===== src/sv/key_matrix_change_events_unit_assert.svh =====
// Assertion macros shared by the key matrix change event modules.
`ifndef KEY_MATRIX_CHANGE_EVENTS_UNIT_ASSERT_SVH
`define KEY_MATRIX_CHANGE_EVENTS_UNIT_ASSERT_SVH

// Same-cycle implication, checked outside reset.
`define KMCE_ASSERT_NOW(label, clk, rst_n, ante, cons) \
  label: assert property (@(posedge clk) disable iff (!rst_n) (ante) |-> (cons)) \
    else $error("kmce assertion failed");

// Next-cycle implication, checked outside reset.
`define KMCE_ASSERT_NEXT(label, clk, rst_n, ante, cons) \
  label: assert property (@(posedge clk) disable iff (!rst_n) (ante) |=> (cons)) \
    else $error("kmce assertion failed");

`endif


===== src/sv/kmce_pkg.sv =====
`default_nettype none
package kmce_pkg;

  // Fixed field and register widths.
  localparam int SNAP_W      = 64;
  localparam int CODE_W      = 6;
  localparam int ROW_W       = 6;
  localparam int COL_W       = 3;
  localparam int LIM_W       = 7;
  localparam int NUM_ROWS_W  = 4;
  localparam int ROW_SHIFT_W = 2;
  localparam int CFG_IDX_W   = 2;
  localparam int CFG_DATA_W  = 4;

  // Parameter defaults.
  localparam int BITS_PER_ROW_DEF = 8;
  localparam int KEY_LIMIT_DEF    = 64;

  // Register reset values.
  localparam logic [NUM_ROWS_W-1:0]  NUM_ROWS_RST  = 4'd8;
  localparam logic [ROW_SHIFT_W-1:0] ROW_SHIFT_RST = 2'd3;

  // Register indexes.
  localparam logic [CFG_IDX_W-1:0] CFG_NUM_ROWS  = 2'd0;
  localparam logic [CFG_IDX_W-1:0] CFG_ROW_SHIFT = 2'd1;

  // Scanner phases: idle, release group, press group.
  typedef enum logic [1:0] {
    SCAN_IDLE,
    SCAN_REL,
    SCAN_PRS
  } scan_state_t;

  // One change event.
  typedef struct packed {
    logic [CODE_W-1:0] scan_code;
    logic              pressed;
    logic              group_end;
    logic              last;
  } event_t;

endpackage
`default_nettype wire


===== src/sv/kmce_outreg.sv =====
`default_nettype none
module kmce_outreg (
  input  wire                          clk,
  input  wire                          rst_n,
  input  wire                          ev_valid,
  input  wire kmce_pkg::event_t        ev,
  output logic                         ev_ready,
  output logic                         out_valid,
  input  wire                          out_stall,
  output logic [kmce_pkg::CODE_W-1:0]  out_scan_code,
  output logic                         out_pressed,
  output logic                         out_group_end,
  output logic                         out_last
);

  logic              valid_r;
  logic              valid_nxt;
  kmce_pkg::event_t  data_r;

  // A new event may enter when the register is empty or is being drained.
  assign ev_ready  = !valid_r || !out_stall;
  assign valid_nxt = ev_ready ? ev_valid : valid_r;

  always_ff @(posedge clk) begin
    if (!rst_n) begin
      valid_r <= 1'b0;
    end else begin
      valid_r <= valid_nxt;
    end
  end

  // Payload holds while stalled.
  always_ff @(posedge clk) begin
    if (ev_ready && ev_valid) begin
      data_r <= ev;
    end
  end

  assign out_valid     = valid_r;
  assign out_scan_code = data_r.scan_code;
  assign out_pressed   = data_r.pressed;
  assign out_group_end = data_r.group_end;
  assign out_last      = data_r.last;

endmodule
`default_nettype wire


===== src/sv/kmce_scan.sv =====
`default_nettype none
`include "key_matrix_change_events_unit_assert.svh"
module kmce_scan #(
  parameter int BITS_PER_ROW = kmce_pkg::BITS_PER_ROW_DEF
) (
  input  wire                               clk,
  input  wire                               rst_n,
  input  wire                               load,
  input  wire [kmce_pkg::SNAP_W-1:0]        rel_vec,
  input  wire [kmce_pkg::SNAP_W-1:0]        prs_vec,
  input  wire [kmce_pkg::ROW_SHIFT_W-1:0]   row_shift,
  input  wire                               ev_ready,
  output logic                              ev_valid,
  output kmce_pkg::event_t                  ev,
  output logic                              idle
);

  localparam logic [kmce_pkg::COL_W-1:0] COL_LAST = kmce_pkg::COL_W'(BITS_PER_ROW - 1);

  kmce_pkg::scan_state_t          state_r, state_nxt;
  logic [kmce_pkg::SNAP_W-1:0]    sh_r, sh_nxt;
  logic [kmce_pkg::SNAP_W-1:0]    prs_r, prs_nxt;
  logic                           prs_none_r, prs_none_nxt;
  logic [kmce_pkg::ROW_W-1:0]     row_r, row_nxt;
  logic [kmce_pkg::COL_W-1:0]     col_r, col_nxt;
  logic [kmce_pkg::CODE_W-1:0]    row_sh;
  logic                           rest_zero;

  // Control registers.
  always_ff @(posedge clk) begin
    if (!rst_n) begin
      state_r <= kmce_pkg::SCAN_IDLE;
    end else begin
      state_r <= state_nxt;
    end
  end

  // Shift line and position counters.
  always_ff @(posedge clk) begin
    sh_r       <= sh_nxt;
    prs_r      <= prs_nxt;
    prs_none_r <= prs_none_nxt;
    row_r      <= row_nxt;
    col_r      <= col_nxt;
  end

  // Event fields for the bit at the bottom of the shift line.
  assign rest_zero = (sh_r[kmce_pkg::SNAP_W-1:1] == '0);
  assign row_sh    = kmce_pkg::CODE_W'(row_r << row_shift);

  always_comb begin
    ev.scan_code = row_sh + kmce_pkg::CODE_W'(col_r);
    ev.pressed   = (state_r == kmce_pkg::SCAN_PRS);
    ev.group_end = rest_zero;
    ev.last      = rest_zero && ((state_r == kmce_pkg::SCAN_PRS) || prs_none_r);
  end

  // Next state: one bit position per cycle unless stalled; empty line ends a group.
  always_comb begin
    state_nxt    = state_r;
    sh_nxt       = sh_r;
    prs_nxt      = prs_r;
    prs_none_nxt = prs_none_r;
    row_nxt      = row_r;
    col_nxt      = col_r;
    ev_valid     = 1'b0;
    case (state_r)
      kmce_pkg::SCAN_IDLE: begin
        if (load) begin
          sh_nxt       = rel_vec;
          prs_nxt      = prs_vec;
          prs_none_nxt = (prs_vec == '0);
          row_nxt      = '0;
          col_nxt      = '0;
          state_nxt    = kmce_pkg::SCAN_REL;
        end
      end
      kmce_pkg::SCAN_REL, kmce_pkg::SCAN_PRS: begin
        if (sh_r == '0) begin
          if (state_r == kmce_pkg::SCAN_REL) begin
            sh_nxt    = prs_r;
            row_nxt   = '0;
            col_nxt   = '0;
            state_nxt = kmce_pkg::SCAN_PRS;
          end else begin
            state_nxt = kmce_pkg::SCAN_IDLE;
          end
        end else begin
          ev_valid = sh_r[0];
          if (ev_ready) begin
            sh_nxt = sh_r >> 1;
            if (col_r == COL_LAST) begin
              col_nxt = '0;
              row_nxt = row_r + 1'b1;
            end else begin
              col_nxt = col_r + 1'b1;
            end
          end
        end
      end
      default: begin
        state_nxt = kmce_pkg::SCAN_IDLE;
      end
    endcase
  end

  assign idle = (state_r == kmce_pkg::SCAN_IDLE);

  // A new snapshot is only loaded when the scanner is free.
  `KMCE_ASSERT_NOW(a_load_idle, clk, rst_n, load, state_r == kmce_pkg::SCAN_IDLE)
  // The final event of a snapshot always closes its group.
  `KMCE_ASSERT_NOW(a_last_ends_group, clk, rst_n, ev_valid && ev.last, ev.group_end)
  // A taken release event ending its group empties the line before the press group.
  `KMCE_ASSERT_NEXT(a_rel_to_prs, clk, rst_n,
      ev_valid && ev_ready && ev.group_end && state_r == kmce_pkg::SCAN_REL,
      state_r == kmce_pkg::SCAN_REL && sh_r == '0)

endmodule
`default_nettype wire


===== src/sv/key_matrix_change_events_unit.sv =====
// Channel   Direction  Handshake            Contents
// in_       request    in_valid / in_stall   key_snapshot
// out_      result     out_valid / out_stall scan_code, pressed, group_end, last
// cfg_      write      cfg_valid / cfg_ready cfg_index, cfg_data
//
// A snapshot takes a load step, then the bit positions up to the highest released
// key, a switch step, the positions up to the highest pressed key and a return step;
// no key is both released and pressed. The shift line moves one bit position per
// cycle while the output is not stalled.
// A new snapshot is accepted only once the scanner is back in idle.
// Output stalls freeze the shift line; one event waits in the output register.
// Reset is synchronous, clears the previous snapshot and returns both registers
// to their defaults.
`default_nettype none
`include "key_matrix_change_events_unit_assert.svh"
module key_matrix_change_events_unit #(
  parameter int BITS_PER_ROW = kmce_pkg::BITS_PER_ROW_DEF,
  parameter int KEY_LIMIT    = kmce_pkg::KEY_LIMIT_DEF
) (
  input  wire                               clk,
  input  wire                               rst_n,
  input  wire                               in_valid,
  output logic                              in_stall,
  input  wire [kmce_pkg::SNAP_W-1:0]        in_key_snapshot,
  output logic                              out_valid,
  input  wire                               out_stall,
  output logic [kmce_pkg::CODE_W-1:0]       out_scan_code,
  output logic                              out_pressed,
  output logic                              out_group_end,
  output logic                              out_last,
  input  wire                               cfg_valid,
  output logic                              cfg_ready,
  input  wire [kmce_pkg::CFG_IDX_W-1:0]     cfg_index,
  input  wire [kmce_pkg::CFG_DATA_W-1:0]    cfg_data
);

  logic [kmce_pkg::NUM_ROWS_W-1:0]  num_rows_r;
  logic [kmce_pkg::ROW_SHIFT_W-1:0] row_shift_r;
  logic [kmce_pkg::SNAP_W-1:0]      prev_r;
  logic [kmce_pkg::LIM_W-1:0]       row_keys;
  logic [kmce_pkg::LIM_W-1:0]       lim;
  logic [kmce_pkg::SNAP_W-1:0]      mask;
  logic [kmce_pkg::SNAP_W-1:0]      changed;
  logic [kmce_pkg::SNAP_W-1:0]      rel_vec;
  logic [kmce_pkg::SNAP_W-1:0]      prs_vec;
  logic                             in_fire;
  logic                             scan_idle;
  logic                             ev_valid;
  logic                             ev_ready;
  kmce_pkg::event_t                 ev;

  // Configuration writes are always taken; unknown indexes are dropped.
  assign cfg_ready = 1'b1;

  always_ff @(posedge clk) begin
    if (!rst_n) begin
      num_rows_r  <= kmce_pkg::NUM_ROWS_RST;
      row_shift_r <= kmce_pkg::ROW_SHIFT_RST;
    end else if (cfg_valid && cfg_ready) begin
      case (cfg_index)
        kmce_pkg::CFG_NUM_ROWS:  num_rows_r  <= cfg_data[kmce_pkg::NUM_ROWS_W-1:0];
        kmce_pkg::CFG_ROW_SHIFT: row_shift_r <= cfg_data[kmce_pkg::ROW_SHIFT_W-1:0];
        default: ;
      endcase
    end
  end

  // Reported range: num_rows whole rows, saturated at KEY_LIMIT.
  assign row_keys = kmce_pkg::LIM_W'(num_rows_r) * kmce_pkg::LIM_W'(BITS_PER_ROW);
  assign lim      = (row_keys > kmce_pkg::LIM_W'(KEY_LIMIT)) ?
                    kmce_pkg::LIM_W'(KEY_LIMIT) : row_keys;

  always_comb begin
    for (int b = 0; b < kmce_pkg::SNAP_W; b++) begin
      mask[b] = (kmce_pkg::LIM_W'(b) < lim);
    end
  end

  // Split the changed bits into release and press groups.
  assign changed = in_key_snapshot ^ prev_r;
  assign rel_vec = changed & ~in_key_snapshot & mask;
  assign prs_vec = changed & in_key_snapshot & mask;

  assign in_stall = !scan_idle;
  assign in_fire  = in_valid && !in_stall;

  // The full snapshot is kept, reported range or not.
  always_ff @(posedge clk) begin
    if (!rst_n) begin
      prev_r <= '0;
    end else if (in_fire) begin
      prev_r <= in_key_snapshot;
    end
  end

  kmce_scan #(
    .BITS_PER_ROW (BITS_PER_ROW)
  ) u_scan (
    .clk       (clk),
    .rst_n     (rst_n),
    .load      (in_fire),
    .rel_vec   (rel_vec),
    .prs_vec   (prs_vec),
    .row_shift (row_shift_r),
    .ev_ready  (ev_ready),
    .ev_valid  (ev_valid),
    .ev        (ev),
    .idle      (scan_idle)
  );

  kmce_outreg u_outreg (
    .clk           (clk),
    .rst_n         (rst_n),
    .ev_valid      (ev_valid),
    .ev            (ev),
    .ev_ready      (ev_ready),
    .out_valid     (out_valid),
    .out_stall     (out_stall),
    .out_scan_code (out_scan_code),
    .out_pressed   (out_pressed),
    .out_group_end (out_group_end),
    .out_last      (out_last)
  );

  // An accepted snapshot keeps the input closed for at least the next cycle.
  `KMCE_ASSERT_NEXT(a_busy_after_accept, clk, rst_n, in_fire, in_stall)

endmodule
`default_nettype wire

===== config.mk =====
export PLATFORM = sky130hd
export DESIGN_NAME = key_matrix_change_events_unit
export DESIGN_NICKNAME = d
export VERILOG_FILES = /design/src/sv/kmce_pkg.sv /design/src/sv/kmce_outreg.sv /design/src/sv/kmce_scan.sv /design/src/sv/key_matrix_change_events_unit.sv
export VERILOG_INCLUDE_DIRS = /design/src /design/src/sv
export SDC_FILE = /design/constraint.sdc
export NUM_CORES = 1
export LEC_CHECK = 0
export ABC_AREA = 1
export BUFFER_PORTS_ARGS = -buffer_cell sky130_fd_sc_hd__buf_2
export CELL_PAD_IN_SITES_DETAIL_PLACEMENT = 0
export CELL_PAD_IN_SITES_GLOBAL_PLACEMENT = 1
export CORE_MARGIN = 4
export CORE_UTILIZATION = 46
export DETAILED_ROUTE_END_ITERATION = 12
export GPL_TIMING_DRIVEN = 0
export PLACE_DENSITY_LB_ADDON = 0.08
export RECOVER_POWER = 50
export SLEW_MARGIN = 5
export SYNTH_ARGS = -nofsm -noshare
export SYNTH_HDL_FRONTEND = slang
export SYNTH_SLANG_ARGS = --single-unit

===== constraint.sdc =====
create_clock -name clk -period 6.23 [get_ports clk]
set_clock_uncertainty 0.05 [all_clocks]
set_input_delay 1.246 -clock clk [delete_from_list [all_inputs] [get_ports clk]]
set_output_delay 1.246 -clock clk [all_outputs]
set_load 0.05 [all_outputs]

=== Word-level counts from Yosys, hierarchy flattened ===
Cells that the tools add are included.

* Bits in latches: 0
* Register bits after elaboration: 220
* Output and inout port bits: 12
* Memories: 0
* Bits in writable memories: 0
* ROM bits: 0

* Eq/ne operators: 9
* Reductions and logical operators: 21
* Multiply operators: 0
* Multiplexer cells: 24
* $add $sub $neg: 3
* Shift-type cells: 1
* $lt $le $gt $ge: 65
* Divide/modulo/power cells: 0
* Bitwise operators: 6

{| class="wikitable"
|+ Operators with widths
! kind !! count
|-
| AND 64 bit || 4
|-
| two-way mux 64 bit || 4
|-
| less-than comparator 6 x 7 -> 1 bit, first input constant || 32
|-
| logical NOT 64 bit || 2
|-
| one-hot mux 64 bit (2 select lines) || 1
|-
| less-than comparator 5 x 7 -> 1 bit, first input constant || 16
|-
| inverter 64 bit || 1
|-
| bitwise XOR 64 bit || 1
|-
| logical NOT 63 bit || 1
|-
| less-than comparator 4 x 7 -> 1 bit, first input constant || 8
|-
| two-way mux 6 bit || 5
|-
| less-than comparator 3 x 7 -> 1 bit, first input constant || 4
|-
| two-way mux 3 bit || 5
|-
| less-than comparator 1 x 7 -> 1 bit, first input constant || 2
|-
| less-than comparator 2 x 7 -> 1 bit, first input constant || 2
|-
| one-hot mux 6 bit (2 select lines) || 1
|-
| AND reduction 2 bit || 4
|-
| > comparator 7 bit, second input constant || 1
|-
| two-way mux 7 bit || 1
|-
| adder 6 x 1 -> 6 bit, second input constant || 1
|-
| adder 6 x 3 -> 6 bit || 1
|-
| two-way mux 2 bit || 3
|-
| inequality test 3 x 1 -> 1 bit, second input constant || 2
|-
| one-hot mux 3 bit (2 select lines) || 1
|-
| 18 further kinds || 26
|}

=== Depth between registers and ports, before layout ===
* Word-level depth: 6
* Depth in mapped cells: 11

=== Hierarchy ===
A second synthesis with hierarchy kept.

* Cells, all modules: 1260
* Area, all modules: 10496.3 um2

{| class="wikitable"
|+ By module, submodules not included
! module !! cells an instance !! area an instance (um2) !! times used !! sequential area each (um2)
|-
| kmce_scan || 609 || 6354.8 || 1 || 4184.0
|-
| key_matrix_change_events_unit || 636 || 3823.7 || 1 || 1401.3
|-
| kmce_outreg || 15 || 317.8 || 1 || 290.3
|}

=== Worst setup path before layout ===
No wires, ideal clock.

* Path kind: in2reg
* Start point: input in_valid
* End point: register u_scan.col_r[0] in the netlist's numbering (enable)
* Slack: 1.427 ns
* Required time: 5.688 ns
* Setup time: 0.492 ns
* Cell stages on the path: 3
* Arrival time: 4.261 ns
* Cells stage by stage: or2_2 > o21ai_0 > nor2_1

* Cells in the longest elaborated chain, start to end: 3

{| class="wikitable"
|+ Ends and longest elaborated chain
! element !! RTL line !! RTL
|-
| from (decl) || key_matrix_change_events_unit.sv:22 || <nowiki>input wire in_valid,</nowiki>
|-
| logical AND 1 bit || key_matrix_change_events_unit.sv:85 || <nowiki>assign in_fire = in_valid && !in_stall;</nowiki>
|-
| inequality test 2 bit (no line) || -- ||
|-
| AND reduction 4 bit (no line) || -- ||
|-
| to (signal assigned) || kmce_scan.sv:44 || <nowiki>col_r <= col_nxt;</nowiki>
|-
| to (decl) || kmce_scan.sv:25 || <nowiki>logic [kmce_pkg::COL_W-1:0] col_r, col_nxt;</nowiki>
|}

No other way between the ends.
A chain may end at the register's enable or synchronous reset.

=== Worst setup path after layout ===
* Start point: input in_valid
* End point: register u_scan.prs_r[14] in the netlist's numbering (enable)

* Cells in the longest elaborated chain, start to end: 2

{| class="wikitable"
|+ Ends and longest elaborated chain
! element !! RTL line !! RTL
|-
| logical AND 1 bit || key_matrix_change_events_unit.sv:85 ||
|-
| net in_fire || key_matrix_change_events_unit.sv:46 || <nowiki>logic in_fire;</nowiki>
|-
| AND reduction 2 bit (no line) || -- ||
|-
| to (signal assigned) || kmce_scan.sv:41 || <nowiki>prs_r <= prs_nxt;</nowiki>
|-
| to (decl) || kmce_scan.sv:22 || <nowiki>logic [kmce_pkg::SNAP_W-1:0] prs_r, prs_nxt;</nowiki>
|}

The timed path passes the listed nets, and every way through them passes these cells.

==> impl_results.md <==
* Chip width at 159 um
* Bufs and invs on worst path at 4
* Ant diodes at 0
* Synthesized instance count at 1213
* Final #Nets at 1415
* Critical-path cell list: clkbuf_1, nand2_1, inv_1, clkbuf_1, buf_12
* Hold path start: prev_r[45]
* Core region area at 22100 sq um
* Setup bufs post-CTS at 0
* Slew Limit Headroom at -53.7%
* RSZ-0062 raised after global routing: false
* CP delay by family, top: buffers and inverters
* Vias in the first global route at 8064
* Clock buffer depth at 3
* Crit Path Class: in -> reg
* VDD IR max at 0.174 mV
* Post-route setup TNS at 0 ns
* Vias at 8356
* Setup crit start kind: input pin
* Final WL at 26700 um
* WHS Endpoint: prev_r[45]
* Root buffer cell: clkbuf_16
* Worst R2R End: u_scan.prs_r[14]
* CTS Buf Count at 25
* Largest net degree at the start of global routing at 40
* CTS Hold Bufs at 0
* Reg2Reg Depth at 6
* CP required at 6.37 ns
* Mapped Nets at 1300
* Die Span Y at 159 um
* Final min period at 3.89 ns
* Buffers added on ports at 85
* Die Area at 25200 sq um
* GRT Resource Usage Total at 20.7%
* Crit Path Max Fanout at 39
* Area grow syn2layout at 14.7%
* Max-slew violations at 39
* Post-route clock period utilization at 62.4%
* Post-DP HPWL at 19100 um
* Area occupied by multi-input gates at 3580 sq um
* Iteration-0 DRC Markers at 581
* Final hold vios at 0
* Setup violations, final at 0
* Initial DRT Pass Iterations at 5
* Share of cells above drive strength 1 at 10.3%
* CTS tree: yes
* CTS Sinks at 220
* Rows at 54
* Syn Area/Cell at 8.62 sq um
* Reg area at 5880 sq um
* GPL Wtd Cong at 0.811
* Reg clk slew, reported paths at 0.06 ns
* Most frequent cell on the critical path: clkbuf_1
* Final Power at 4.39 mW
* YS warnings at 0
* Worst slew pin tran at 2.31 ns
* Antenna violations before repair at 0
* Post-Syn Area at 10500 sq um
* Vias per cell at 5.14
* Reg2reg setup slack at 2.60 ns
* Remaining global-route overflow at 0
* Later-pin clock latency in the skew report at 0.51 ns
* Slowest stage delay, CP at 1.70 ns
* Fill cells at 2140
* First-pass GRT wire length at 42600 um
* Crit path capture type: flop
* MaxCap Viol Count at 1
* Violated checks: capacitance limit, slew limit
* Synth Register Bits at 220
* Slowest CP cell: clkbuf_1
* F_max at 0.257 GHz
* Pwr dens at 366 nW/um^2
* Cts repair resizes at 0
* CTS HTree Levels at 1
* Antenna Nets Post-Route at 0
* Wire length per cell at 16.4 um
* Yosys cell types at 36
* Outcome: finished, violations left
* FF-to-FF Start: u_scan.state_r[0]
* WHS Path Cells at 2
* LEAKAGE at 5.26 nW
* I/O Pins at 87
* Residual DRC count at 0
* Post-synthesis sequential area ratio at 56.2%
* Layout Utilization at 54.3%
* Starting Density at 47.3%
* Min-Delay Path Class: reg -> reg
* WP data arrival at 4.03 ns
power by group:
part	total (mW)	internal [mW]	switching, mW
logic	0.876	0.270	0.606
registers	2.13	1.95	0.180
clock network	1.39	0.812	0.576
total	4.39	3.03	1.36
per-stage QoR:
| step | instance area, sq um | instances | worst slack, ns | hold WS (ns) |
|---|---|---|---|---|
| global placement | 11200 | 1578 | -0.538 | 0.407 |
| CTS | 12100 | 1625 | 3.14 | 0.422 |
| finish | 12000 | 1625 | 2.34 | 0.427 |
| detailed placement | 11300 | 1581 | 3.04 | 0.412 |
| global route | 12000 | 1625 | 2.15 | 0.459 |
| floorplan | 10500 | 1213 | 1.43 | 0.394 |
cell families (layout without fill, tap and decap cells):
group	count (synthesis)	in the layout	synth area share (%)
simple gates	452	452	19.2
compound gates	276	276	13.3
buf+inv	245	377	9.18
flops	220	220	56.2
fa+ha+maj	12	12	1.51
xor+xnor	6	6	0.503
other cells	1	1	0.0359
mux	1	1	0.0957
final cells by class:
| type | instances | share of cell area, % |
|---|---|---|
| Timing Repair Buffer | 88 | 4.04 |
| Clock inverter | 10 | 0.407 |
| Sequential cell | 220 | 49.0 |
| Inverter | 194 | 6.07 |
| Multi-Input combinational cell | 748 | 29.8 |
| Buffer | 51 | 1.64 |
| Clock buffer | 34 | 6.08 |
| Tap cell | 280 | 2.92 |
how the worst max path moves through the flow:
stage	cells past startpoint	startpoint	endpoint	slack (ns)
finish	5	in_valid	u_scan.prs_r[14]	2.34
global route	5	in_valid	u_scan.prs_r[50]	2.15
CTS	11	u_scan.sh_r[31]	u_scan.sh_r[18]	3.14
detailed placement	6	in_valid	prev_r[35]	3.04
global placement	10	u_scan.sh_r[31]	u_scan.sh_r[27]	-0.54
floorplan	3	in_valid	u_scan.col_r[0]	1.43
cell usage after synthesis, drive strengths merged:
master | count | area (sq um)
ha | 11 | 138
mux2i | 1 | 10.0
nor3b | 1 | 7.51
or2 | 8 | 50.1
nor2 | 185 | 709
xor2 | 3 | 26.3
nor4 | 7 | 43.8
edfxtp | 147 | 4410
inv | 193 | 724
conb | 1 | 3.75
nor4b | 1 | 8.76
nor3 | 31 | 170
nand3 | 63 | 328
fa | 1 | 20.0
nand2 | 134 | 548
buf | 13 | 88.8
o21ai | 182 | 915
dfxtp | 73 | 1460
a21oi | 91 | 455
xnor2 | 3 | 26.3
clkinv | 1 | 3.75
clkbuf | 38 | 143
o211ai | 3 | 22.5
nand4 | 20 | 125
nand3b | 2 | 15.0
worst reg2reg max path: stages, from the launching register on:
cell and delay, ns:
dfxtp_1 0.34, inv_1 0.11, ha_1 0.20, nand2_1 0.13
inv_1 0.44, clkbuf_1 1.70, buf_12 0.34
flip-flops by register name, summed over array words and instances (netlist names), 3 cells and up:
register,count
prev_r,64
u_scan.prs_r,64
u_scan.row_r,6
u_scan.sh_r,64
u_scan.col_r,3
num_rows_r,4
u_outreg.out_scan_code,6
routing by layer:
metal / track usage [%] / wire [um]
met5: 0 / 0
met4: 5.52 / 708
met3: 2.85 / 1180
met2: 32.6 / 11700
met1: 30.4 / 13200
cells in the final DEF (no fill, tap or decap), types with 8 or more instances in the layout:
| master | instances |
|---|---|
| clkbuf_16 | 25 |
| o21ai_0 | 172 |
| edfxtp_1 | 147 |
| buf_2 | 79 |
| nand3_1 | 63 |
| or2_2 | 8 |
| nor2_1 | 182 |
| clkbuf_1 | 58 |
| nand2_1 | 130 |
| inv_1 | 191 |
| ha_1 | 11 |
| o21ai_1 | 10 |
| nor3_1 | 28 |
| a21oi_1 | 91 |
| dfxtp_1 | 73 |
| nand4_1 | 20 |
Power figures use the tool's default switching activity.
